--- src/sv/packet_endpoint_redirect_classifier_defines.svh ---
// Assertion macros shared by the classifier modules.
// ASSERT_IMPLIES: same-cycle implication, ASSERT_NEXT: next-cycle implication.
`ifndef PACKET_ENDPOINT_REDIRECT_CLASSIFIER_DEFINES_SVH
`define PACKET_ENDPOINT_REDIRECT_CLASSIFIER_DEFINES_SVH

`ifndef NO_ASSERTIONS
`define ASSERT_IMPLIES(label, clk, rst_n, ante, cons) \
    label: assert property (@(posedge clk) disable iff (!(rst_n)) (ante) |-> (cons)) \
        else $error("classifier implication check failed");
`define ASSERT_NEXT(label, clk, rst_n, ante, cons) \
    label: assert property (@(posedge clk) disable iff (!(rst_n)) (ante) |=> (cons)) \
        else $error("classifier next-cycle check failed");
`else
`define ASSERT_IMPLIES(label, clk, rst_n, ante, cons)
`define ASSERT_NEXT(label, clk, rst_n, ante, cons)
`endif

`endif

--- src/sv/perc_pkg.sv ---
`timescale 1ns / 1ps
package perc_pkg;

    // Transaction opcodes
    localparam logic OP_PACKET   = 1'b0;
    localparam logic OP_TABLE_WR = 1'b1;

    // Frame layout and protocol constants
    localparam logic [6:0]  COUNT_MAX  = 7'd127;
    localparam logic [6:0]  ETH_LEN    = 7'd14;
    localparam logic [6:0]  IP_MIN_END = 7'd34;
    localparam logic [6:0]  IDX_KIND_HI = 7'd12;
    localparam logic [6:0]  IDX_KIND_LO = 7'd13;
    localparam logic [6:0]  IDX_PROTO  = 7'd23;
    localparam logic [6:0]  IDX_SRC_LO = 7'd26;
    localparam logic [6:0]  IDX_SRC_HI = 7'd29;
    localparam logic [6:0]  IDX_DST_LO = 7'd30;
    localparam logic [6:0]  IDX_DST_HI = 7'd33;
    localparam logic [15:0] KIND_IPV4  = 16'h0800;
    localparam logic [7:0]  PROTO_TCP  = 8'd6;
    localparam logic [7:0]  PROTO_UDP  = 8'd17;
    localparam logic [3:0]  IHL_MASK   = 4'hf;
    localparam logic [5:0]  IP_MIN_HDR = 6'd20;
    localparam logic [6:0]  TCP_HDR    = 7'd20;
    localparam logic [6:0]  UDP_HDR    = 7'd8;

    // Verdict reasons
    typedef enum logic [2:0] {
        R_REDIRECT  = 3'd0,
        R_SHORT     = 3'd1,
        R_NOT_IPV4  = 3'd2,
        R_BAD_IHL   = 3'd3,
        R_NOT_L4    = 3'd4,
        R_NO_MATCH  = 3'd5,
        R_UNBOUND   = 3'd6
    } t_reason;

    // Controller states
    typedef enum logic [2:0] {
        S_IDLE,
        S_CHECK,
        S_LOOKUP,
        S_DRAIN,
        S_FINISH
    } t_state;

    // Controller to datapath commands
    typedef struct packed {
        logic capture;   // take a frame byte
        logic table_wr;  // write an endpoint table slot
        logic start;     // latch header checks, reset lookup
        logic issue;     // read next table slot
        logic finish;    // load result register, clear frame state
    } t_dp_cmd;

    // Datapath to controller status
    typedef struct packed {
        logic lookup_needed;
        logic idx_last;
    } t_dp_status;

endpackage

--- src/sv/packet_endpoint_redirect_classifier.sv ---
`timescale 1ns / 1ps
// A table write or a non-final frame byte completes in idle. A final byte goes to the check state,
// then, if the headers pass, to the lookup of every slot and the drain state, then to the finish
// state, which loads the result register; the load waits while an earlier result is still held.
// Throughput: one byte per cycle within a frame; after a final byte input stalls for the check
// and the sweep of the endpoint table, one slot a cycle through its single read port.
// Reset (synchronous, active low): clears control, frame state, slot valid bits and the mask.
module packet_endpoint_redirect_classifier
    import perc_pkg::*;
#(
    parameter int TABLE_SLOTS = 16,
    parameter int QUEUE_COUNT = 64
) (
    input  logic        i_clk,
    input  logic        i_rst_n,
    input  logic        i_cfg_wr_en,
    input  logic [63:0] i_cfg_wr_data,
    input  logic        i_in_valid,
    output logic        o_in_ready,
    input  logic        i_opcode,
    input  logic [7:0]  i_data_byte,
    input  logic        i_last_byte,
    input  logic [5:0]  i_rx_queue,
    input  logic [3:0]  i_slot_index,
    input  logic [31:0] i_slot_addr,
    input  logic [15:0] i_slot_port,
    input  logic        i_slot_valid,
    output logic        o_out_valid,
    input  logic        i_out_ready,
    output logic        o_verdict,
    output logic [5:0]  o_target_queue,
    output logic        o_source_hit,
    output logic        o_dest_hit,
    output logic [2:0]  o_reason
);

    t_dp_cmd    w_cmd;
    t_dp_status w_status;

    // Sequencer
    perc_ctrl u_ctrl (
        .i_clk       (i_clk),
        .i_rst_n     (i_rst_n),
        .i_in_valid  (i_in_valid),
        .o_in_ready  (o_in_ready),
        .i_opcode    (i_opcode),
        .i_last_byte (i_last_byte),
        .o_out_valid (o_out_valid),
        .i_out_ready (i_out_ready),
        .o_cmd       (w_cmd),
        .i_status    (w_status)
    );

    // Parser, endpoint table and verdict logic
    perc_datapath #(
        .TABLE_SLOTS (TABLE_SLOTS),
        .QUEUE_COUNT (QUEUE_COUNT)
    ) u_datapath (
        .i_clk          (i_clk),
        .i_rst_n        (i_rst_n),
        .i_cmd          (w_cmd),
        .o_status       (w_status),
        .i_cfg_wr_en    (i_cfg_wr_en),
        .i_cfg_wr_data  (i_cfg_wr_data),
        .i_data_byte    (i_data_byte),
        .i_rx_queue     (i_rx_queue),
        .i_slot_index   (i_slot_index),
        .i_slot_addr    (i_slot_addr),
        .i_slot_port    (i_slot_port),
        .i_slot_valid   (i_slot_valid),
        .o_verdict      (o_verdict),
        .o_target_queue (o_target_queue),
        .o_source_hit   (o_source_hit),
        .o_dest_hit     (o_dest_hit),
        .o_reason       (o_reason)
    );

endmodule

--- src/sv/perc_datapath.sv ---
`timescale 1ns / 1ps
module perc_datapath
    import perc_pkg::*;
#(
    parameter int TABLE_SLOTS = 16,
    parameter int QUEUE_COUNT = 64
) (
    input  logic        i_clk,
    input  logic        i_rst_n,
    input  t_dp_cmd     i_cmd,
    output t_dp_status  o_status,
    input  logic        i_cfg_wr_en,
    input  logic [63:0] i_cfg_wr_data,
    input  logic [7:0]  i_data_byte,
    input  logic [5:0]  i_rx_queue,
    input  logic [3:0]  i_slot_index,
    input  logic [31:0] i_slot_addr,
    input  logic [15:0] i_slot_port,
    input  logic        i_slot_valid,
    output logic        o_verdict,
    output logic [5:0]  o_target_queue,
    output logic        o_source_hit,
    output logic        o_dest_hit,
    output logic [2:0]  o_reason
);

    localparam int IW = (TABLE_SLOTS > 1) ? $clog2(TABLE_SLOTS) : 1;

    // Configuration and frame state
    logic [63:0] r_mask;
    logic [6:0]  r_byte_count;
    logic [15:0] r_ether_kind;
    logic [5:0]  r_header_len;
    logic [7:0]  r_proto_kind;
    logic [31:0] r_src_addr;
    logic [31:0] r_dst_addr;
    logic [15:0] r_src_port;
    logic [15:0] r_dst_port;
    logic [5:0]  r_queue;

    // Endpoint table: contents in memory, valid bits in flops
    logic [31:0] mem_addr [TABLE_SLOTS];
    logic [15:0] mem_port [TABLE_SLOTS];
    logic [TABLE_SLOTS-1:0] r_tvalid;

    // Lookup sweep
    logic [IW-1:0] r_idx;
    logic [31:0]   r_rd_addr;
    logic [15:0]   r_rd_port;
    logic          r_rd_vld;
    logic          r_src_hit;
    logic          r_dst_hit;
    t_reason       r_pre_reason;

    // Result register
    logic          r_verdict;
    logic [5:0]    r_target;
    logic          r_out_src_hit;
    logic          r_out_dst_hit;
    t_reason       r_reason;

    logic [8:0]    w_slot_ext;
    logic          w_slot_ok;
    logic [6:0]    w_l4;
    logic [6:0]    w_need;
    logic          w_tcp;
    logic          w_udp;
    logic          w_bound;
    logic          w_src_match;
    logic          w_dst_match;
    t_reason       w_pre_reason;
    t_reason       w_reason;

    // Slot write range check
    assign w_slot_ext = {5'd0, i_slot_index};
    assign w_slot_ok  = (w_slot_ext < 9'(TABLE_SLOTS));

    // Configuration register
    always_ff @(posedge i_clk) begin
        if (!i_rst_n) begin
            r_mask <= '0;
        end else if (i_cfg_wr_en) begin
            r_mask <= i_cfg_wr_data;
        end
    end

    // Header field capture
    assign w_l4 = ETH_LEN + {1'b0, r_header_len};

    always_ff @(posedge i_clk) begin
        if (!i_rst_n || i_cmd.finish) begin
            r_byte_count <= '0;
            r_ether_kind <= '0;
            r_header_len <= '0;
            r_proto_kind <= '0;
            r_src_addr   <= '0;
            r_dst_addr   <= '0;
            r_src_port   <= '0;
            r_dst_port   <= '0;
        end else if (i_cmd.capture) begin
            if (r_byte_count == IDX_KIND_HI || r_byte_count == IDX_KIND_LO) begin
                r_ether_kind <= {r_ether_kind[7:0], i_data_byte};
            end else if (r_byte_count == ETH_LEN) begin
                r_header_len <= {i_data_byte[3:0] & IHL_MASK, 2'b00};
            end else if (r_byte_count == IDX_PROTO) begin
                r_proto_kind <= i_data_byte;
            end else if (r_byte_count >= IDX_SRC_LO && r_byte_count <= IDX_SRC_HI) begin
                r_src_addr <= {r_src_addr[23:0], i_data_byte};
            end else if (r_byte_count >= IDX_DST_LO && r_byte_count <= IDX_DST_HI) begin
                r_dst_addr <= {r_dst_addr[23:0], i_data_byte};
            end
            if (r_byte_count > ETH_LEN) begin
                if (r_byte_count == w_l4 || r_byte_count == w_l4 + 7'd1) begin
                    r_src_port <= {r_src_port[7:0], i_data_byte};
                end else if (r_byte_count == w_l4 + 7'd2 || r_byte_count == w_l4 + 7'd3) begin
                    r_dst_port <= {r_dst_port[7:0], i_data_byte};
                end
            end
            if (r_byte_count < COUNT_MAX) begin
                r_byte_count <= r_byte_count + 7'd1;
            end
        end
    end

    // Receive queue of the latest byte
    always_ff @(posedge i_clk) begin
        if (i_cmd.capture) begin
            r_queue <= i_rx_queue;
        end
    end

    // Header checks, in priority order
    assign w_tcp  = (r_proto_kind == PROTO_TCP);
    assign w_udp  = (r_proto_kind == PROTO_UDP);
    assign w_need = ETH_LEN + {1'b0, r_header_len} + (w_tcp ? TCP_HDR : UDP_HDR);

    always_comb begin
        if (r_byte_count < ETH_LEN) begin
            w_pre_reason = R_SHORT;
        end else if (r_ether_kind != KIND_IPV4) begin
            w_pre_reason = R_NOT_IPV4;
        end else if (r_byte_count < IP_MIN_END) begin
            w_pre_reason = R_SHORT;
        end else if (r_header_len < IP_MIN_HDR) begin
            w_pre_reason = R_BAD_IHL;
        end else if (!w_tcp && !w_udp) begin
            w_pre_reason = R_NOT_L4;
        end else if (r_byte_count < w_need) begin
            w_pre_reason = R_SHORT;
        end else begin
            w_pre_reason = R_NO_MATCH;
        end
    end

    assign o_status.lookup_needed = (w_pre_reason == R_NO_MATCH);
    assign o_status.idx_last      = (r_idx == IW'(TABLE_SLOTS - 1));

    // Table memory: one write port, one registered read port
    always_ff @(posedge i_clk) begin
        if (i_cmd.table_wr && w_slot_ok) begin
            mem_addr[w_slot_ext[IW-1:0]] <= i_slot_addr;
            mem_port[w_slot_ext[IW-1:0]] <= i_slot_port;
        end
        if (i_cmd.issue) begin
            r_rd_addr <= mem_addr[r_idx];
            r_rd_port <= mem_port[r_idx];
        end
    end

    // Slot valid bits
    always_ff @(posedge i_clk) begin
        if (!i_rst_n) begin
            r_tvalid <= '0;
        end else if (i_cmd.table_wr && w_slot_ok) begin
            r_tvalid[w_slot_ext[IW-1:0]] <= i_slot_valid;
        end
    end

    // Lookup sweep: index counter, read valid, hit accumulation
    assign w_src_match = r_rd_vld && (r_rd_addr == r_src_addr) && (r_rd_port == r_src_port);
    assign w_dst_match = r_rd_vld && (r_rd_addr == r_dst_addr) && (r_rd_port == r_dst_port);

    always_ff @(posedge i_clk) begin
        if (!i_rst_n) begin
            r_idx        <= '0;
            r_rd_vld     <= 1'b0;
            r_src_hit    <= 1'b0;
            r_dst_hit    <= 1'b0;
            r_pre_reason <= R_NO_MATCH;
        end else begin
            r_rd_vld <= i_cmd.issue && r_tvalid[r_idx];
            if (i_cmd.start) begin
                r_idx        <= '0;
                r_src_hit    <= 1'b0;
                r_dst_hit    <= 1'b0;
                r_pre_reason <= w_pre_reason;
            end else begin
                if (i_cmd.issue) begin
                    r_idx <= r_idx + IW'(1);
                end
                r_src_hit <= r_src_hit | w_src_match;
                r_dst_hit <= r_dst_hit | w_dst_match;
            end
        end
    end

    // Final verdict
    assign w_bound = ({1'b0, r_queue} < 7'(QUEUE_COUNT)) && r_mask[r_queue];

    always_comb begin
        if (r_pre_reason != R_NO_MATCH) begin
            w_reason = r_pre_reason;
        end else if (!r_src_hit && !r_dst_hit) begin
            w_reason = R_NO_MATCH;
        end else if (!w_bound) begin
            w_reason = R_UNBOUND;
        end else begin
            w_reason = R_REDIRECT;
        end
    end

    // Result register
    always_ff @(posedge i_clk) begin
        if (i_cmd.finish) begin
            r_reason      <= w_reason;
            r_verdict     <= (w_reason == R_REDIRECT);
            r_target      <= (w_reason == R_REDIRECT) ? r_queue : 6'd0;
            r_out_src_hit <= r_src_hit;
            r_out_dst_hit <= r_dst_hit;
        end
    end

    assign o_verdict      = r_verdict;
    assign o_target_queue = r_target;
    assign o_source_hit   = r_out_src_hit;
    assign o_dest_hit     = r_out_dst_hit;
    assign o_reason       = r_reason;

`include "packet_endpoint_redirect_classifier_defines.svh"

    // Hits are only seen when the header checks let the lookup run
    `ASSERT_IMPLIES(a_hits_need_lookup, i_clk, i_rst_n, (r_src_hit || r_dst_hit), (r_pre_reason == R_NO_MATCH))
    // A read result is valid only the cycle after an issued read
    `ASSERT_IMPLIES(a_rd_after_issue, i_clk, i_rst_n, r_rd_vld, $past(i_cmd.issue))
    // A loaded result redirects exactly when its reason says so
    `ASSERT_NEXT(a_verdict_reason, i_clk, i_rst_n, i_cmd.finish, (r_verdict == (r_reason == R_REDIRECT)))

endmodule

--- src/sv/perc_ctrl.sv ---
`timescale 1ns / 1ps
module perc_ctrl
    import perc_pkg::*;
(
    input  logic        i_clk,
    input  logic        i_rst_n,
    input  logic        i_in_valid,
    output logic        o_in_ready,
    input  logic        i_opcode,
    input  logic        i_last_byte,
    output logic        o_out_valid,
    input  logic        i_out_ready,
    output t_dp_cmd     o_cmd,
    input  t_dp_status  i_status
);

    t_state r_state;
    t_state n_state;
    logic   r_out_valid;
    logic   n_out_valid;
    logic   w_accept;
    logic   w_out_free;

    assign w_accept   = i_in_valid && (r_state == S_IDLE);
    assign w_out_free = !r_out_valid || i_out_ready;

    // State register and output valid flag
    always_ff @(posedge i_clk) begin
        if (!i_rst_n) begin
            r_state     <= S_IDLE;
            r_out_valid <= 1'b0;
        end else begin
            r_state     <= n_state;
            r_out_valid <= n_out_valid;
        end
    end

    // Next state
    always_comb begin
        n_state = r_state;
        unique case (r_state)
            S_IDLE: begin
                if (w_accept && i_opcode == OP_PACKET && i_last_byte) begin
                    n_state = S_CHECK;
                end
            end
            S_CHECK: begin
                n_state = i_status.lookup_needed ? S_LOOKUP : S_FINISH;
            end
            S_LOOKUP: begin
                if (i_status.idx_last) begin
                    n_state = S_DRAIN;
                end
            end
            S_DRAIN: begin
                n_state = S_FINISH;
            end
            S_FINISH: begin
                if (w_out_free) begin
                    n_state = S_IDLE;
                end
            end
            default: n_state = S_IDLE;
        endcase
    end

    // Outputs and datapath commands
    always_comb begin
        o_in_ready = 1'b0;
        o_cmd      = '0;
        unique case (r_state)
            S_IDLE: begin
                o_in_ready     = 1'b1;
                o_cmd.capture  = w_accept && (i_opcode == OP_PACKET);
                o_cmd.table_wr = w_accept && (i_opcode == OP_TABLE_WR);
            end
            S_CHECK:  o_cmd.start  = 1'b1;
            S_LOOKUP: o_cmd.issue  = 1'b1;
            S_DRAIN:  o_cmd        = '0;
            S_FINISH: o_cmd.finish = w_out_free;
            default:  o_cmd        = '0;
        endcase
    end

    // Result held until the consumer takes it
    always_comb begin
        if (o_cmd.finish) begin
            n_out_valid = 1'b1;
        end else if (r_out_valid && i_out_ready) begin
            n_out_valid = 1'b0;
        end else begin
            n_out_valid = r_out_valid;
        end
    end

    assign o_out_valid = r_out_valid;

`include "packet_endpoint_redirect_classifier_defines.svh"

    // A new result appears only out of the finish state
    `ASSERT_IMPLIES(a_result_from_finish, i_clk, i_rst_n, (o_cmd.finish), (r_state == S_FINISH))
    // The last byte of a frame always leads into the header check
    `ASSERT_NEXT(a_last_to_check, i_clk, i_rst_n, (o_cmd.capture && i_last_byte), (r_state == S_CHECK))
    // The finishing step never overwrites a result that is still waiting
    `ASSERT_NEXT(a_no_overwrite, i_clk, i_rst_n, (r_out_valid && !i_out_ready), (!$past(o_cmd.finish)))

endmodule
--- config.mk ---
export PLATFORM = sky130hd
export DESIGN_NAME = packet_endpoint_redirect_classifier
export DESIGN_NICKNAME = d
export VERILOG_FILES = /design/src/sv/perc_pkg.sv /design/src/sv/packet_endpoint_redirect_classifier.sv /design/src/sv/perc_datapath.sv /design/src/sv/perc_ctrl.sv
export VERILOG_INCLUDE_DIRS = /design/src /design/src/sv
export SDC_FILE = /design/constraint.sdc
export NUM_CORES = 1
export LEC_CHECK = 0
export BUFFER_PORTS_ARGS = -buffer_cell sky130_fd_sc_hd__buf_2
export CORE_MARGIN = 3
export CORE_UTILIZATION = 30
export DETAILED_ROUTE_END_ITERATION = 7
export PLACE_DENSITY = 0.56
export SLEW_MARGIN = 20
export SYNTH_ARGS = -nofsm -noshare
export SYNTH_HDL_FRONTEND = slang
export SYNTH_SLANG_ARGS = --single-unit
--- constraint.sdc ---
create_clock -name i_clk -period 7.3 [get_ports i_clk]
set_input_delay 0.73 -clock i_clk [delete_from_list [all_inputs] [get_ports i_clk]]
set_output_delay 0.73 -clock i_clk [all_outputs]
set_load 0.05 [all_outputs]
==> metrics.sh <==
PWR_DENSITY_CELL_nW_PER_UM2=255
SLEW_WORST_PIN_PS=1080
DPL.HPWL_UM=61400
CRITICAL_PATH.ENDPOINT='u_datapath.r_pre_reason[2]$_SDFFE_PN1P_'
CRITICAL_PATH_CLASS='reg2reg'
DRV_CAP=0
TRITONCTS='built'
AREA_DELTA_SYNTH_FINAL_PCT=15.6
CTS_RESIZED=0
DRT-VIAS-PER-INSTANCE=4.89
WORSTPATHMAXFANOUT=9
GRT_START_MAX_NET_PINS=116
YOSYS.AREA.TOP_TYPE_SHARE_PCT=60.0
TIMING_MAX_TRANSITION_VIOLATIONS_FINAL=0
YOSYS-MUX-AREA-FRACTION_PCT=18.9
CORE_REGION_AREA_UM2=138000
DOMINANTREGCELLSYNTH='sky130_fd_sc_hd__edfxtp_1'
GRTUSAGEMET3_PCT=2.63
CTS-ROOT-TO-SINK-BUFFERS=3
TOTALWIRELENGTH_UM=101000
CTS-HTREE-LEVELS=3
SYNTH-XOR-AREA-SHARE_PCT=2.24
DRT.ANTENNA.VIOLATING_NETS=0
REG2REG_FROM='u_datapath.r_header_len[2]$_SDFFE_PP0P_'
DETAILEDROUTE.FIRSTPASSITERATIONCOUNT=5
SYNTH-ADDER-AREA-SHARE_PCT=0.468
GR-USAGE-MET1_PCT=18.6
CRITICAL_PATH.CELL_CHAIN='inv_1 > ha_1 > xor2_1 > inv_1 > ha_1 > a21oi_1 > nor2_1 > xnor2_1 > a21oi_1 > ha_1 > or3_1 > o21ai_0 > a21oi_1 > o211ai_1 > nand3_1'
BIGGEST_AREA_CONTRIBUTORS_IN_THE_SYNTHESIZED_NETLIST='sky130_fd_sc_hd__edfxtp_1 60%, sky130_fd_sc_hd__mux4_2 14%, sky130_fd_sc_hd__dfxtp_1 11%, sky130_fd_sc_hd__mux2i_1 4.8%, sky130_fd_sc_hd__xnor2_1 1.3%'
YOSYS-TOP-CELLS-COUNT='834 x sky130_fd_sc_hd__edfxtp_1, 261 x sky130_fd_sc_hd__mux4_2, 225 x sky130_fd_sc_hd__dfxtp_1'
FINAL_HOLD_VIOL_COUNT=0
CRIT_PATH_MAX_INCR_DELAY_PS=510
RELSLEWSLACK_PCT=28.0
CLKPWRFRAC_PCT=44.3
SYNTH_NETS=2415
FILLERINSTANCES=12813
VIA_COUNT=21178
SETUP.WORST_PATH.START_CLASS='register'
HOLD_BUFFERS=0
TRITONCTS.NUM_BUFFERS=106
SYNTH_SIMPLE_GATE_AREA_SHARE_PCT=4.70
P_SEQ_SHARE_PCT=53.4
MOST_REPEATED_CELL_IN_THE_GATE_LEVEL_NETLIST_AFTER_SYNTHESIS='sky130_fd_sc_hd__edfxtp_1'
SYNTH_TOP_AREA_CELL='sky130_fd_sc_hd__edfxtp_1'
REGTOREGSETUPSLACK_PS=3890
DR.FIRST_ITER.DRC_COUNT=1621
GLOBAL_ROUTE.USAGE.TOTAL_PCT=14.0
GRT_SETUP_UNREPAIRED='no'
PLACEMENT.SETUP.WORST_SLACK_PS=3760
TIMING.FINAL.CRIT_SHARE_PCT=46.7
SYNTH_COMPOUND_GATE_AREA_SHARE_PCT=1.42
DRIVE_GT1_SHARE_PCT=25.2
FLOORPLAN.IO_PINS=152
YOSYS_REGISTER_BITS=1059
ANTENNA_FOUND_INITIAL=27
SYN_INST=2262
WORSTSKEWPAIRLATENCY_PS=710
GRT-OVFL-TOTAL=0
SYN-CELL-AREA_UM2=41700
ROUTE.DETAILED.DRC=0
YS_TYPES=62
WIDTH_OF_THE_CHIP_UM=379
PLACEMENTROWS=136
FP.DIEAREA_UM2=144000
LARGEST_FAMILY_OF_LOGIC_CELLS_BY_SYNTHESIZED_AREA='multiplexers'
GRT_USE_MET2_PCT=23.8
CELLINTERNALPOWER_mW=9.78
FMAX_MHz=293
SETUP_WS_PS=3890
NUMBER_OF_CELLS_ON_THE_WORST_REG_TO_REG_PATH=15
FINALSETUPTNS_PS=0
PORT_BUFFER_COUNT=151
SYNTH-EDFF-COUNT=834
CRITICAL-PATH-SLOWEST-CELL='sky130_fd_sc_hd__dfxtp_1'
YOSYSSEQAREASHARE_PCT=70.8
WORST_HOLD_PATH_TYPE='in2reg'
CRIT_PATH_END_KIND='register'
CLOCK-ROOT-BUFFER='sky130_fd_sc_hd__clkbuf_16'
PLACE.GP.CONGESTION=0.831
STARTPOINT='u_datapath.r_header_len[2]$_SDFFE_PP0P_'
CLOCK_SINK_COUNT=1059
CRITICAL_PATH_REQUIRED_PS=7840
SYNTH.AVG_CELL_AREA_UM2=18.5
NETS_FINAL=2591
VIA_COUNT_OF_THE_FIRST_GLOBAL_ROUTING_PASS=22195
WORST_IR_DROP_VDD_mV=0.201
FLOORPLAN.DIE.HEIGHT_UM=379
POWER.NET_SWITCHING_mW=2.52
CLKTRANSATPATHREGS_PS=60
START_UTIL_PCT=30.3
STATUS='completed'
GRT_BUSIEST_LAYER='met2'
POWER.SWITCHING_FRACTION_PCT=20.5
FIRST_PASS_GRT_WIRE_LENGTH_UM=150000
CRITICAL_PATH_ARRIVAL_PS=3950
POWER_FRAC_COMB_PCT=2.2
MIN_PERIOD_PS=3410
SETUP_VIOL=0
SYNTH_WARNINGS=0
FINAL.SETUP_SKEW_PS=69.3
LEAKAGEPOWER_nW=15.7
ASYNC_RESET_FF_SHARE_PCT=0
DRT-WIRELENGTH-PER-CELL_UM=23.3
CTS_POST_SETUP_BUFFERS_INSERTED=0
REG2REG_TO='u_datapath.r_pre_reason[2]$_SDFFE_PN1P_'
[state kept, by name (all words and copies together) (netlist names), 7 cells and up]
name                     count
u_datapath.mem_port        256
u_datapath.r_src_addr       32
u_datapath.r_rd_port        16
u_datapath.r_mask           64
u_datapath.r_ether_kind     16
u_datapath.r_tvalid         16
u_datapath.r_byte_count      7
u_datapath.r_src_port       16
u_datapath.r_dst_port       16
u_datapath.r_dst_addr       32
u_datapath.r_proto_kind      8
u_datapath.mem_addr        512
u_datapath.r_rd_addr        32
[worst max-delay path: cells and delay by family, from the launching register on]
family	cells	cell delay (ps)
fa+ha+maj	3	890
compound gates	5	670
simple gates	3	530
flops	1	510
xor+xnor	2	420
buf+inv	2	220
[layer usage]
metal / vias up / wire length (µm)
li1: 9290 / -
met1: 11171 / 43400
met2: 540 / 50300
met3: 161 / 5200
met4: 16 / 1990
met5: - / 103
[through the flow]
step	hold slack (ps)	util (%)	instance area, µm²	cells	power, mW
2_1_floorplan	446	-	41700	2262	6.82
3_3_place_gp	458	32.4	44700	4124	6.96
3_5_place_dp	467	32.4	44700	4124	6.98
4_1_cts	150	35.0	48200	4322	12.5
5_1_grt	163	35.0	48200	4324	12.7
6_report	205	35.0	48200	4328	12.3
[how the worst min path moves through the flow]
stage | startpoint | to | cells after the start
2_1_floorplan | u_datapath.r_dst_port[10]$_SDFFE_PP0P_ | u_datapath.r_dst_port[10]$_SDFFE_PP0P_ | 2
3_3_place_gp | u_datapath.r_dst_port[9]$_SDFFE_PP0P_ | u_datapath.r_dst_port[9]$_SDFFE_PP0P_ | 2
3_5_place_dp | u_datapath.r_dst_port[15]$_SDFFE_PP0P_ | u_datapath.r_dst_port[15]$_SDFFE_PP0P_ | 2
4_1_cts | i_rx_queue[1] | u_datapath.r_queue[1]$_DFFE_PP_ | 1
5_1_grt | i_rx_queue[1] | u_datapath.r_queue[1]$_DFFE_PP_ | 1
6_report | i_rx_queue[1] | u_datapath.r_queue[1]$_DFFE_PP_ | 1
[power by group through the flow]
stage	Combinational, mW	Sequential [mW]	Clock [mW]
floorplan	0.122	6.70	0
global placement	0.264	6.70	0
CTS	0.277	6.57	5.60
detailed placement	0.277	6.70	0
global route	0.299	6.57	5.85
finish	0.271	6.57	5.45
[placed cells by master, fill, tap and decap left out, types with 5 or more instances in the layout]
cell type	n
sky130_fd_sc_hd__a21boi_0	14
sky130_fd_sc_hd__a21oi_1	17
sky130_fd_sc_hd__and2_1	7
sky130_fd_sc_hd__and3_1	5
sky130_fd_sc_hd__buf_2	150
sky130_fd_sc_hd__buf_4	34
sky130_fd_sc_hd__bufinv_16	12
sky130_fd_sc_hd__clkbuf_1	15
sky130_fd_sc_hd__clkbuf_16	106
sky130_fd_sc_hd__clkinv_1	28
sky130_fd_sc_hd__clkinv_2	20
sky130_fd_sc_hd__clkinvlp_4	5
sky130_fd_sc_hd__dfxtp_1	221
sky130_fd_sc_hd__diode_2	6
sky130_fd_sc_hd__edfxtp_1	834
sky130_fd_sc_hd__ha_1	14
sky130_fd_sc_hd__inv_1	21
sky130_fd_sc_hd__mux2i_1	202
sky130_fd_sc_hd__mux4_2	261
sky130_fd_sc_hd__nand2_1	57
sky130_fd_sc_hd__nand2b_1	7
sky130_fd_sc_hd__nand3_1	10
sky130_fd_sc_hd__nand4_1	19
sky130_fd_sc_hd__nor2_1	129
sky130_fd_sc_hd__nor2_4	13
sky130_fd_sc_hd__nor2b_1	72
sky130_fd_sc_hd__nor3_1	11
sky130_fd_sc_hd__nor3_2	5
sky130_fd_sc_hd__nor3b_1	5
sky130_fd_sc_hd__nor4_1	19
sky130_fd_sc_hd__o21ai_0	32
sky130_fd_sc_hd__or3_1	7
sky130_fd_sc_hd__xnor2_1	61
sky130_fd_sc_hd__xor2_1	43
[cell type report]
class | instances | area (µm²) | share of cell area (%)
repair buffers | 188 | 1080 | 2.23
clock inverters | 74 | 787 | 1.63
multi-input cells | 1062 | 11700 | 24.3
inverters | 21 | 78.8 | 0.163
flip-flops and latches | 1059 | 29600 | 61.3
clock buffers | 124 | 2750 | 5.70
well taps | 1794 | 2240 | 4.65
diodes | 6 | 15.0 | 0.0311
[kinds of logic (layout without fill, tap and decap cells)]
logic type | count (synthesis) | after routing
flip-flops | 1059 | 1059
adder cells (fa/ha/maj) | 15 | 15
AND/OR/NAND/NOR | 388 | 388
multiplexers | 463 | 463
buffers and inverters | 141 | 407
other | 0 | 6
AO/OA/AOI/OAI | 91 | 91
XOR/XNOR | 105 | 105
Power figures use the tool's default switching activity.
